==> src/design/bm25ds_pkg.sv <==
// Shared widths, reset values and register map of the BM25 document scorer.
// No dependencies; used by bm25_document_scorer, bm25ds_checker and the testbench.
`default_nettype none

package bm25ds_pkg;

   localparam int DOC_W   = 24;
   localparam int LEN_W   = 20;
   localparam int DF_W    = 24;
   localparam int TFD_W   = 16;
   localparam int TFQ_W   = 8;
   localparam int SCORE_W = 32;
   localparam int SUM_W   = 40;
   localparam int ADDR_W  = 5;
   localparam int DATA_W  = 32;

   localparam int K1_W  = 10;
   localparam int K2_W  = 16;
   localparam int B_W   = 9;
   localparam int N_W   = 24;
   localparam int AVG_W = 28;

   localparam logic [K1_W-1:0]  K1_RST  = 10'd307;
   localparam logic [K2_W-1:0]  K2_RST  = 16'd25600;
   localparam logic [B_W-1:0]   B_RST   = 9'd192;
   localparam logic [N_W-1:0]   N_RST   = 24'd1048576;
   localparam logic [AVG_W-1:0] AVG_RST = 28'd256;

   // log10(2) as unsigned Q0.32
   localparam logic [31:0] LOG10_2_Q32 = 32'd1292913987;

   localparam logic [2:0] REG_K1  = 3'd0;
   localparam logic [2:0] REG_K2  = 3'd1;
   localparam logic [2:0] REG_B   = 3'd2;
   localparam logic [2:0] REG_N   = 3'd3;
   localparam logic [2:0] REG_AVG = 3'd4;

endpackage

`default_nettype wire

==> src/design/bm25_document_scorer.sv <==
// BM25 document scorer: sequencer, shared 32x32 multiplier, bit-serial divider.
// Depends on bm25ds_pkg.
`default_nettype none

// One posting is taken per transfer on req_*; req_stall is high while it is
// being scored. Each posting adds idf * tf_factor * qtf_factor to a saturating
// 40-bit signed Q24.16 sum; a posting with req_last_term set produces one rsp_*
// transfer carrying the sum saturated to signed Q16.16, and clears the sum.
// Each posting runs through two base-2 logarithms (a one-bit-per-cycle
// normalizing shift, then 16 squaring steps on the shared multiplier),
// three restoring divisions that produce one quotient bit per cycle, and
// the multiply and accumulate steps for idf, b*dl, k1*norm, the two factor
// numerators, the term weight and the sum; the divisions take most of the time.
// A finished result sits in the output register while the next posting is
// already taken; only a second last-term posting waits for it to drain.
// Registers sit on an APB-style port at byte addresses 0,4,8,12,16
// (k1, k2, b, num_docs, avg_doc_len); write them only while the block is idle.
module bm25_document_scorer (
   input  wire                               clock,
   input  wire                               reset,
   input  wire                               req_valid,
   output logic                              req_stall,
   input  wire [bm25ds_pkg::DOC_W-1:0]       req_doc_number,
   input  wire [bm25ds_pkg::LEN_W-1:0]       req_doc_length,
   input  wire [bm25ds_pkg::DF_W-1:0]        req_doc_freq,
   input  wire [bm25ds_pkg::TFD_W-1:0]       req_term_freq_doc,
   input  wire [bm25ds_pkg::TFQ_W-1:0]       req_term_freq_query,
   input  wire                               req_last_term,
   output logic                              rsp_valid,
   input  wire                               rsp_stall,
   output logic signed [bm25ds_pkg::SCORE_W-1:0] rsp_score,
   output logic [bm25ds_pkg::DOC_W-1:0]      rsp_scored_doc,
   input  wire                               psel,
   input  wire                               penable,
   input  wire                               pwrite,
   input  wire [bm25ds_pkg::ADDR_W-1:0]      paddr,
   input  wire [bm25ds_pkg::DATA_W-1:0]      pwdata,
   output logic [bm25ds_pkg::DATA_W-1:0]     prdata,
   output logic                              pready
);

   typedef enum logic [4:0] {
      ST_IDLE, ST_LG_SETUP, ST_LG_NORM, ST_LG_SQ, ST_IDF_DIFF, ST_IDF_MUL,
      ST_BDL, ST_DIV_NORM, ST_KLO, ST_KHI, ST_TFNUM, ST_DIV_TF, ST_QFNUM,
      ST_DIV_QF, ST_WMUL, ST_CMUL, ST_ACC
   } state_type;

   // config
   logic [bm25ds_pkg::K1_W-1:0]  k1_ff;
   logic [bm25ds_pkg::K2_W-1:0]  k2_ff;
   logic [bm25ds_pkg::B_W-1:0]   b_ff;
   logic [bm25ds_pkg::N_W-1:0]   n_ff;
   logic [bm25ds_pkg::AVG_W-1:0] avg_ff;

   state_type state_ff, state_in;

   // posting
   logic [23:0] doc_ff, doc_in;
   logic [19:0] dl_ff, dl_in;
   logic [23:0] df_ff, df_in;
   logic [15:0] tfd_ff, tfd_in;
   logic [7:0]  tfq_ff, tfq_in;
   logic        last_ff, last_in;

   // logarithm
   logic        lg_sel_ff, lg_sel_in;
   logic [31:0] m_ff, m_in;
   logic [4:0]  sh_ff, sh_in;
   logic [4:0]  r_int_ff, r_int_in;
   logic [15:0] r_frac_ff, r_frac_in;
   logic [3:0]  bit_ff, bit_in;
   logic [20:0] la_ff, la_in, lb_ff, lb_in;
   logic [20:0] dmag_ff, dmag_in, idf_mag_ff, idf_mag_in;
   logic        idf_neg_ff, idf_neg_in;

   // divider
   logic [51:0] rem_ff, rem_in, quo_ff, quo_in, dvs_ff, dvs_in;
   logic [5:0]  cnt_ff, cnt_in;

   // factors
   logic [45:0] norm_ff, norm_in;
   logic [41:0] kacc_ff, kacc_in;
   logic [47:0] kq_ff, kq_in;
   logic [18:0] tf_ff, tf_in;
   logic [23:0] qf_ff, qf_in;
   logic [26:0] w_ff, w_in;
   logic [31:0] cmag_ff, cmag_in;
   logic signed [39:0] sum_ff, sum_in;

   logic        rsp_valid_ff, rsp_valid_in;
   logic signed [31:0] score_ff, score_in;
   logic [23:0] sdoc_ff, sdoc_in;

   // shared multiplier
   logic [31:0] mul_a, mul_b;
   logic [63:0] prod;

   logic [8:0]  b_eff;
   logic [27:0] avg_eff;
   logic [24:0] lg_num, lg_den;
   logic [31:0] sq;
   logic [52:0] shifted, diff;
   logic        ge;
   logic [51:0] quo_step, qv;
   logic [55:0] ksum;
   logic signed [40:0] s41;
   logic signed [39:0] s40;
   logic        wr;

   assign b_eff   = (b_ff > 9'd256) ? 9'd256 : b_ff;
   assign avg_eff = (avg_ff == '0) ? 28'd1 : avg_ff;
   assign lg_num  = (25'(n_ff) << 1) - (25'(df_ff) << 1) + 25'd1;
   assign lg_den  = (25'(df_ff) << 1) + 25'd1;

   assign req_stall      = (state_ff != ST_IDLE);
   assign rsp_valid      = rsp_valid_ff;
   assign rsp_score      = score_ff;
   assign rsp_scored_doc = sdoc_ff;
   assign pready         = 1'b1;
   assign wr             = psel & penable & pwrite;

   always_comb begin
      unique case (paddr[4:2])
         bm25ds_pkg::REG_K1:  prdata = 32'(k1_ff);
         bm25ds_pkg::REG_K2:  prdata = 32'(k2_ff);
         bm25ds_pkg::REG_B:   prdata = 32'(b_ff);
         bm25ds_pkg::REG_N:   prdata = 32'(n_ff);
         bm25ds_pkg::REG_AVG: prdata = 32'(avg_ff);
         default:             prdata = '0;
      endcase
   end

   always_comb begin
      mul_a = m_ff;
      mul_b = m_ff;
      case (state_ff)
         ST_IDF_MUL: begin
            mul_a = 32'(dmag_ff);
            mul_b = bm25ds_pkg::LOG10_2_Q32;
         end
         ST_BDL: begin
            mul_a = 32'(b_eff);
            mul_b = 32'(dl_ff);
         end
         ST_KLO: begin
            mul_a = 32'(k1_ff);
            mul_b = norm_ff[31:0];
         end
         ST_KHI: begin
            mul_a = 32'(k1_ff);
            mul_b = 32'(norm_ff[45:32]);
         end
         ST_TFNUM: begin
            mul_a = 32'(k1_ff) + 32'd256;
            mul_b = 32'(tfd_ff);
         end
         ST_QFNUM: begin
            mul_a = 32'(k2_ff) + 32'd256;
            mul_b = 32'(tfq_ff);
         end
         ST_WMUL: begin
            mul_a = 32'(tf_ff);
            mul_b = 32'(qf_ff);
         end
         ST_CMUL: begin
            mul_a = 32'(idf_mag_ff);
            mul_b = 32'(w_ff);
         end
         default: ;
      endcase
   end

   assign prod = 64'(mul_a) * 64'(mul_b);
   assign sq   = prod[61:30];

   // restoring divide step, one quotient bit per cycle
   assign shifted  = {rem_ff, quo_ff[51]};
   assign diff     = shifted - {1'b0, dvs_ff};
   assign ge       = (shifted >= {1'b0, dvs_ff});
   assign quo_step = {quo_ff[50:0], ge};
   assign qv       = (dvs_ff == '0) ? '0 : quo_step;

   assign ksum = 56'(kacc_ff) + (56'(prod[23:0]) << 32);
   assign s41  = idf_neg_ff ? (41'(sum_ff) - 41'(signed'({9'd0, cmag_ff})))
                            : (41'(sum_ff) + 41'(signed'({9'd0, cmag_ff})));

   always_comb begin
      if (s41[40] != s41[39]) begin
         s40 = s41[40] ? {1'b1, 39'd0} : {1'b0, {39{1'b1}}};
      end else begin
         s40 = s41[39:0];
      end
   end

   always_comb begin
      state_in     = state_ff;
      doc_in       = doc_ff;
      dl_in        = dl_ff;
      df_in        = df_ff;
      tfd_in       = tfd_ff;
      tfq_in       = tfq_ff;
      last_in      = last_ff;
      lg_sel_in    = lg_sel_ff;
      m_in         = m_ff;
      sh_in        = sh_ff;
      r_int_in     = r_int_ff;
      r_frac_in    = r_frac_ff;
      bit_in       = bit_ff;
      la_in        = la_ff;
      lb_in        = lb_ff;
      dmag_in      = dmag_ff;
      idf_mag_in   = idf_mag_ff;
      idf_neg_in   = idf_neg_ff;
      rem_in       = rem_ff;
      quo_in       = quo_ff;
      dvs_in       = dvs_ff;
      cnt_in       = cnt_ff;
      norm_in      = norm_ff;
      kacc_in      = kacc_ff;
      kq_in        = kq_ff;
      tf_in        = tf_ff;
      qf_in        = qf_ff;
      w_in         = w_ff;
      cmag_in      = cmag_ff;
      sum_in       = sum_ff;
      score_in     = score_ff;
      sdoc_in      = sdoc_ff;
      rsp_valid_in = rsp_valid_ff & rsp_stall;

      if (state_ff == ST_DIV_NORM || state_ff == ST_DIV_TF || state_ff == ST_DIV_QF) begin
         rem_in = ge ? diff[51:0] : shifted[51:0];
         quo_in = quo_step;
         cnt_in = cnt_ff - 6'd1;
      end

      unique case (state_ff)
         ST_IDLE: begin
            if (req_valid) begin
               doc_in    = req_doc_number;
               dl_in     = req_doc_length;
               df_in     = (req_doc_freq > n_ff) ? n_ff : req_doc_freq;
               tfd_in    = req_term_freq_doc;
               tfq_in    = req_term_freq_query;
               last_in   = req_last_term;
               lg_sel_in = 1'b0;
               state_in  = ST_LG_SETUP;
            end
         end
         ST_LG_SETUP: begin
            m_in     = lg_sel_ff ? 32'(lg_den) : 32'(lg_num);
            sh_in    = '0;
            state_in = ST_LG_NORM;
         end
         ST_LG_NORM: begin
            if (m_ff[30]) begin
               r_int_in  = 5'd30 - sh_ff;
               r_frac_in = '0;
               bit_in    = 4'd15;
               state_in  = ST_LG_SQ;
            end else begin
               m_in  = m_ff << 1;
               sh_in = sh_ff + 5'd1;
            end
         end
         ST_LG_SQ: begin
            if (sq[31]) begin
               m_in              = {1'b0, sq[31:1]};
               r_frac_in[bit_ff] = 1'b1;
            end else begin
               m_in = sq;
            end
            if (bit_ff == 4'd0) begin
               if (!lg_sel_ff) begin
                  la_in     = {r_int_ff, r_frac_in};
                  lg_sel_in = 1'b1;
                  state_in  = ST_LG_SETUP;
               end else begin
                  lb_in    = {r_int_ff, r_frac_in};
                  state_in = ST_IDF_DIFF;
               end
            end else begin
               bit_in = bit_ff - 4'd1;
            end
         end
         ST_IDF_DIFF: begin
            idf_neg_in = (la_ff < lb_ff);
            dmag_in    = (la_ff < lb_ff) ? (lb_ff - la_ff) : (la_ff - lb_ff);
            state_in   = ST_IDF_MUL;
         end
         ST_IDF_MUL: begin
            idf_mag_in = 21'((prod + 64'h8000_0000) >> 32);
            state_in   = ST_BDL;
         end
         ST_BDL: begin
            quo_in   = 52'(prod[28:0]) << 16;
            dvs_in   = 52'(avg_eff);
            rem_in   = '0;
            cnt_in   = 6'd51;
            state_in = ST_DIV_NORM;
         end
         ST_DIV_NORM: begin
            if (cnt_ff == 6'd0) begin
               norm_in  = 46'({9'd256 - b_eff, 8'd0}) + qv[45:0];
               state_in = ST_KLO;
            end
         end
         ST_KLO: begin
            kacc_in  = prod[41:0];
            state_in = ST_KHI;
         end
         ST_KHI: begin
            kq_in    = ksum[55:8];
            state_in = ST_TFNUM;
         end
         ST_TFNUM: begin
            quo_in   = 52'(prod[26:0]) << 24;
            dvs_in   = 52'(kq_ff) + (52'(tfd_ff) << 16);
            rem_in   = '0;
            cnt_in   = 6'd51;
            state_in = ST_DIV_TF;
         end
         ST_DIV_TF: begin
            if (cnt_ff == 6'd0) begin
               tf_in    = qv[18:0];
               state_in = ST_QFNUM;
            end
         end
         ST_QFNUM: begin
            quo_in   = 52'(prod[24:0]) << 16;
            dvs_in   = 52'(k2_ff) + (52'(tfq_ff) << 8);
            rem_in   = '0;
            cnt_in   = 6'd51;
            state_in = ST_DIV_QF;
         end
         ST_DIV_QF: begin
            if (cnt_ff == 6'd0) begin
               qf_in    = qv[23:0];
               state_in = ST_WMUL;
            end
         end
         ST_WMUL: begin
            w_in     = prod[42:16];
            state_in = ST_CMUL;
         end
         ST_CMUL: begin
            cmag_in  = prod[47:16];
            state_in = ST_ACC;
         end
         ST_ACC: begin
            if (!last_ff) begin
               sum_in   = s40;
               state_in = ST_IDLE;
            end else if (!(rsp_valid_ff && rsp_stall)) begin
               // saturate the 40-bit sum into signed Q16.16
               if (s40[39:31] != {9{s40[39]}}) begin
                  score_in = s40[39] ? {1'b1, 31'd0} : {1'b0, {31{1'b1}}};
               end else begin
                  score_in = s40[31:0];
               end
               sdoc_in      = doc_ff;
               rsp_valid_in = 1'b1;
               sum_in       = '0;
               state_in     = ST_IDLE;
            end
         end
         default: state_in = ST_IDLE;
      endcase
   end

   always_ff @(posedge clock) begin
      doc_ff     <= doc_in;
      dl_ff      <= dl_in;
      df_ff      <= df_in;
      tfd_ff     <= tfd_in;
      tfq_ff     <= tfq_in;
      last_ff    <= last_in;
      lg_sel_ff  <= lg_sel_in;
      m_ff       <= m_in;
      sh_ff      <= sh_in;
      r_int_ff   <= r_int_in;
      r_frac_ff  <= r_frac_in;
      bit_ff     <= bit_in;
      la_ff      <= la_in;
      lb_ff      <= lb_in;
      dmag_ff    <= dmag_in;
      idf_mag_ff <= idf_mag_in;
      idf_neg_ff <= idf_neg_in;
      rem_ff     <= rem_in;
      quo_ff     <= quo_in;
      dvs_ff     <= dvs_in;
      cnt_ff     <= cnt_in;
      norm_ff    <= norm_in;
      kacc_ff    <= kacc_in;
      kq_ff      <= kq_in;
      tf_ff      <= tf_in;
      qf_ff      <= qf_in;
      w_ff       <= w_in;
      cmag_ff    <= cmag_in;
      score_ff   <= score_in;
      sdoc_ff    <= sdoc_in;
      if (reset) begin
         state_ff     <= ST_IDLE;
         sum_ff       <= '0;
         rsp_valid_ff <= 1'b0;
         k1_ff        <= bm25ds_pkg::K1_RST;
         k2_ff        <= bm25ds_pkg::K2_RST;
         b_ff         <= bm25ds_pkg::B_RST;
         n_ff         <= bm25ds_pkg::N_RST;
         avg_ff       <= bm25ds_pkg::AVG_RST;
      end else begin
         state_ff     <= state_in;
         sum_ff       <= sum_in;
         rsp_valid_ff <= rsp_valid_in;
         if (wr) begin
            unique case (paddr[4:2])
               bm25ds_pkg::REG_K1:  k1_ff  <= pwdata[9:0];
               bm25ds_pkg::REG_K2:  k2_ff  <= pwdata[15:0];
               bm25ds_pkg::REG_B:   b_ff   <= pwdata[8:0];
               bm25ds_pkg::REG_N:   n_ff   <= pwdata[23:0];
               bm25ds_pkg::REG_AVG: avg_ff <= pwdata[27:0];
               default: ;
            endcase
         end
      end
   end

endmodule

`default_nettype wire

==> config.mk <==
export PLATFORM = sky130hd
export DESIGN_NAME = bm25_document_scorer
export DESIGN_NICKNAME = d
export VERILOG_FILES = /design/src/design/bm25ds_pkg.sv /design/src/design/bm25_document_scorer.sv
export SDC_FILE = /design/constraint.sdc
export NUM_CORES = 2
export LEC_CHECK = 0
export BUFFER_PORTS_ARGS = -buffer_cell sky130_fd_sc_hd__buf_2
export CELL_PAD_IN_SITES_DETAIL_PLACEMENT = 1
export CELL_PAD_IN_SITES_GLOBAL_PLACEMENT = 1
export CORE_ASPECT_RATIO = 0.75
export CORE_UTILIZATION = 55
export CTS_CLUSTER_DIAMETER = 200
export DETAILED_ROUTE_END_ITERATION = 10
export PLACE_DENSITY_LB_ADDON = 0.3
export SYNTH_ARGS = -nofsm -noshare
export SYNTH_HDL_FRONTEND = slang
export SYNTH_SLANG_ARGS = --single-unit
==> constraint.sdc <==
create_clock -name clock -period 24.2 [get_ports clock]
set_input_delay 2.42 -clock clock [delete_from_list [all_inputs] [get_ports clock]]
set_output_delay 2.42 -clock clock [all_outputs]
set_load 0.1 [all_outputs]
# [After elaboration in Yosys (flattened, before gate mapping)]
# Index checks and enable logic that the tools add are counted.
[classes] addsub=20 n_mul=1 order_cmp=6 eq_ne=32 n_mux=49 bitwise=6 n_reduce_logical=39
[op_table] op="$pmux 52 s3" n=2
[op_table] op="$pmux 32 s8" n=1
[op_table] op="$pmux 32 s7" n=1
[op_table] op="$mux 40" n=4
[op_table] op="$pmux 28 s5" n=1
[op_table] op="$mux 52" n=2
[op_table] op="$mux 32" n=3
[op_table] op="$pmux 32 s3" n=1
[op_table] op="$pmux 5 s17" n=1
[op_table] op="$mul 32x32->62" n=1
[op_table] op="$add 42x56->56" n=1
[op_table] op="$add 53x32->53 const B" n=1
[op_table] op="$ge 53x52->1" n=1
[op_table] op="$logic_not 52->1" n=1
[op_table] op="$sub 52x52->52" n=1
[op_table] op="$add 25x1->25 const B" n=2
[op_table] op="$add 48x32->49" n=1
[op_table] op="$add 17x46->46" n=1
[op_table] op="$mux 46" n=1
[op_table] op="$mux 5" n=9
[op_table] op="$sub 21x21->21" n=2
[op_table] op="$add 40x33->41" n=1
[op_table] op="$mux 41" n=1
[op_table] op="$sub 40x33->41" n=1
[op_table] op="61 further kinds" n=112
[word_totals] reg_bits=830 inputBits=137 elab_cells=192

# [Longest topological paths before layout]
[depth] word_depth=7 ltp_mapped=43

# [Worst setup path before layout]
# Ideal clock, no wire load.
[synth_timing] path_kind="register to register" start="register state_ff[4]" end="register idf_mag_ff[20], data pin" t_arrival_ns=11.011 t_required_ns=23.932 slack_ns=12.921 stages_incl_launch_ff=37 path_buffers=4 synth_period_minus_slack_ns=11.279 cell_sequence="dfxtp_1 or3b_2 clkbuf_1 nor2_1 clkbuf_1 a222oi_1 nand4_1 nor2b_1 clkbuf_1 nand2_1 fa_1 inv_1 fa_1 fa_1 inv_1 fa_1 inv_1 fa_1 fa_1 fa_1 inv_1 fa_1 inv_1 ha_1 buf_2 a21oi_1 o21ai_0 a221o_1 o21ai_0 o21ai_1 a21oi_1 xnor2_1 or3b_2 nor4_4 nand2b_4 nor3_2 xnor2_1"
[synth_between] elab_chain_cells=5
[synth_rtl] element="start, declared" line="bm25_document_scorer.sv:55" rtl="state_type state_ff, state_in;"
[synth_rtl] element="start signal, assigned" line="bm25_document_scorer.sv:411" rtl="state_ff <= state_in;"
[synth_rtl] element="$eq 5x4->1" line="bm25_document_scorer.sv:136" rtl="case (state_ff)"
[synth_rtl] element="$reduce_or 2->1 (no source line)"
[synth_rtl] element="$pmux 32 s7" line="bm25_document_scorer.sv:136"
[synth_rtl] element="$mul 32x32->62 (*)" line="bm25_document_scorer.sv:173" rtl="assign prod = 64'(mul_a) * 64'(mul_b);"
[synth_rtl] element="net prod[41]" line="bm25_document_scorer.sv:96" rtl="logic [63:0] prod;"
[synth_rtl] element="$add 53x32->53 (*)" line="bm25_document_scorer.sv:291" rtl="idf_mag_in = 21'((prod + 64'h8000_0000) >> 32);"
[synth_rtl] element="end signal, assigned" line="bm25_document_scorer.sv:386" rtl="idf_mag_ff <= idf_mag_in;"
[synth_rtl] element="end, declared" line="bm25_document_scorer.sv:73" rtl="logic [20:0] dmag_ff, dmag_in, idf_mag_ff, idf_mag_in;"
# The timed path passes the listed nets; every way through them passes the cells marked *.
# A chain may end at the register's enable or synchronous reset.

# [Final worst setup path]
[layout_timing] start="register state_ff[3]" end="register m_ff[15], data pin"
[layout_between] elab_chain_cells=6
[layout_rtl] element="$eq 5x4->1" line="bm25_document_scorer.sv:136"
[layout_rtl] element="$reduce_or 2->1 (no source line)"
[layout_rtl] element="$pmux 32 s7" line="bm25_document_scorer.sv:136"
[layout_rtl] element="$mul 32x32->62" line="bm25_document_scorer.sv:173"
[layout_rtl] element="$mux 31" line="bm25_document_scorer.sv:266" rtl="if (sq[31]) begin"
[layout_rtl] element="$pmux 32 s3 (*)" line="bm25_document_scorer.sv:236" rtl="unique case (state_ff)"
[layout_rtl] element="net m_in[15]" line="bm25_document_scorer.sv:67" rtl="logic [31:0] m_ff, m_in;"
[layout_rtl] element="end signal, assigned" line="bm25_document_scorer.sv:378" rtl="m_ff <= m_in;"
[layout_rtl] element="end, declared" line="bm25_document_scorer.sv:67"
# Marks and branches as above.

==> flow_metrics.py <==
metrics = {
    "timing": {
        "fin_tns_setup_ns": 0,
        "clock_skew_ns": 0.0356,
        "relSlewSlack_pct": -0.627,
        "fmax_ghz": 0.0683,
        "slew_viol_final": 1,
        "rsz0062_at_grt": "no",
        "finalHoldViolations": 0,
        "period_share_pct": 60.5,
        "finalSetupViolCount": 0,
        "min_period_ns": 14.64,
        "worstMarginPinSlew_ns": 1.50,
    },
    "worst_setup_path": {
        "worst_r2r_path_depth": 37,
        "startpoint": "state_ff[3]$_SDFFE_PP0P_",
        "cp_data_arrival_time_ns": 15.06,
        "critical-path-max-stage-delay_ns": 1.00,
        "cp-start-kind": "register",
        "crit_type": "register to register",
        "r2r_slack_ns": 9.56,
        "cp_num_buf_inv": 9,
        "critPathMaxFanout": 44,
        "endpoint_kind": "register",
        "timing.rr.end": "m_ff[15]$_DFFE_PP_",
        "crit_family": "adder cells",
        "crit_required_ns": 24.62,
        "r2r-start": "state_ff[3]$_SDFFE_PP0P_",
        "path_common_cell": "fa_1",
        "cpMaxStageDelayCell": "nor2_1",
    },
    "global_route": {
        "grt_pass1_vias": 70500,
        "grt_overflow": 0,
        "grt_pass1_wl_um": 445000,
        "grt_max_degree": 92,
        "grt_antenna_before_repair": 20,
        "track_usage_pct": 41.9,
    },
    "min_path": {
        "hp-class": "register to register",
        "min_to": "rsp_scored_doc[0]$_DFFE_PP_",
        "min_from": "doc_ff[0]$_DFFE_PP_",
        "whs_path_depth": 0,
    },
    "synthesis": {
        "yosysUniqueCellTypes": 104,
        "synth.area.top_cells": "edfxtp_1 24%, fa_1 23%, ha_1 8.1%, inv_1 6.1%, nand2_1 5.1%",
        "synth_area_um2": 77500,
        "synth_top_area_share_pct": 24.3,
        "avgSynthCellArea_um2": 9.44,
        "synth_top_flop_cell": "edfxtp_1",
        "ys_top_cells_by_count": "1,270 x inv_1, 1,051 x nand2_1, 904 x fa_1, 713 x nor2_1, 627 x edfxtp_1",
        "yosysWarnings": 0,
        "synth_most_common_cell": "inv_1",
        "synth.largest_area_cell": "edfxtp_1",
        "netlist_instances": 8217,
        "async_reset_ff_share_pct": 0,
        "synth_seq_cells": 818,
        "synth_seq_area_share_pct": 29.2,
        "synth_edf_count": 627,
    },
    "die": {
        "rows": 118,
        "floorplan.die_area_um2": 142000,
        "core_um2": 139000,
        "pin_count": 228,
        "start_util_pct": 55.8,
        "die_h_um": 327,
        "die_w_um": 436,
    },
    "drt": {
        "routed-wl-met2_um": 131000,
        "vias_per_cell": 6.42,
        "drt_first_iter_violations": 8151,
        "drt_first_pass_iters": 11,
        "num_vias": 65900,
        "dr_wl_met3_um": 37100,
        "ant_nets": 0,
        "drt_wl_total_um": 300000,
        "route.detailed.drc": 1,
        "wl_met1_um": 112000,
        "top_layer": "met5",
        "wl_per_cell_um": 29.3,
    },
    "cells_and_area": {
        "area_delta_synth_final_pct": 8.09,
        "drive_gt1_share_pct": 8.30,
        "fillers": 15700,
        "fin_nets": 9876,
    },
    "placed_design": {
        "dp_hpwl_um": 232000,
        "io_buffers": 216,
        "place.gp.congestion": 0.995,
    },
    "clock_network": {
        "htree_num_levels": 3,
        "numCtsBuffers": 78,
        "clk_latency_ns": 0.70,
        "post_cts_resize_count": 0,
        "cts_tree": "done",
        "postCtsSetupBuffers": 0,
        "clock-root-buffer": "clkbuf_16",
        "cts_hold_buf": 0,
        "clock_path_buffers": 3,
        "cts.sinks": 818,
        "clk_pin_slew_ns": 0.07,
    },
    "run_status": {
        "status": "finished, violations left",
        "violations": "DRC, capacitance limit, slew limit",
    },
    "run": {
        "cap_violations": 1,
    },
}
## layout by cell type, fill, tap and decap left out, drive strengths merged, types with 42 or more instances in the layout
cell	synthesis	layout
a21o	127	127
a21oi	453	453
a22oi	84	84
and2	63	63
and3	118	118
buf	66	389
clkbuf	342	102
conb	2	55
dfxtp	191	191
edfxtp	627	627
fa	904	904
ha	504	504
inv	1270	1276
mux2i	71	71
nand2	1051	1051
nand2b	44	44
nand3	117	117
nand4	60	60
nor2	713	713
nor2b	76	76
nor3	93	93
o21ai	266	266
o21bai	42	42
xnor2	192	192
xor2	131	131
## area by class of cell
class | instances | area (um2) | area share [%]
diodes | 13 | 32.5 | 0.0388
clock buffers | 102 | 2130 | 2.55
clock inverters | 44 | 418 | 0.499
inverters | 1272 | 4770 | 5.70
multi-input cells | 5772 | 49100 | 58.6
flip-flops and latches | 818 | 22700 | 27.0
well taps | 1860 | 2330 | 2.78
repair buffers | 389 | 2380 | 2.84
## sequential cells by signal (all words and copies together), names as in the netlist, 27 cells and up
signal	count
cmag_ff	32
sum_ff	40
w_ff	27
rsp_score	32
kq_ff	48
avg_ff	28
norm_ff	46
m_ff	31
rem_ff	52
dvs_ff	49
quo_ff	52
kacc_ff	34
## kinds of logic (layout without fill, tap and decap cells)
family | after synthesis | count (layout) | synth area share (%)
compound gates | 1392 | 1392 | 11.8
xor+xnor | 323 | 323 | 3.65
fa+ha+maj | 1408 | 1408 | 31.5
buf+inv | 1680 | 1807 | 8.23
flops | 818 | 818 | 29.2
mux | 100 | 100 | 1.34
other cells | 2 | 68 | 0.00969
simple gates | 2494 | 2494 | 14.3
## how the worst max path moves through the flow
stage	cells after the start	to	slack, ns
2_1_floorplan	36	idf_mag_ff[20]$_DFFE_PN_	12.92
3_3_place_gp	37	m_ff[15]$_DFFE_PP_	10.81
3_5_place_dp	37	m_ff[15]$_DFFE_PP_	10.18
4_1_cts	37	m_ff[15]$_DFFE_PP_	10.12
5_1_grt	37	m_ff[15]$_DFFE_PP_	9.42
6_report	37	m_ff[15]$_DFFE_PP_	9.56
## metal layers
metal,up-vias,GRT usage (%)
met5,-,0.428
met4,8,24.0
met3,1050,11.8
met2,4151,63.8
met1,33400,53.9
li1,27300,-
## per-stage QoR
step,utilization (%),std cells,cell area (um2),setup slack [ns],hold slack (ns)
after floorplan,-,8270,77700,12.92,0.400
after global placement,58.5,10100,81200,10.81,0.401
after detailed placement,58.5,10100,81200,10.18,0.406
after CTS,60.3,10300,83800,10.12,0.416
after global routing,60.3,10300,83800,9.42,0.427
final,60.3,10300,83800,9.56,0.420
## worst register-to-register path, delay by kind of cell (launching register included)
family | cells | cell delay, ns
AND/OR/NAND/NOR | 8 | 3.54
buffers and inverters | 9 | 2.21
adder cells (fa/ha/maj) | 9 | 4.66
multiplexers | 1 | 0.42
flip-flops | 1 | 0.59
AO/OA/AOI/OAI | 10 | 2.98
Power is not shown: default switching activity piles up to over one toggle a cycle in this logic, so the estimate is an artifact.
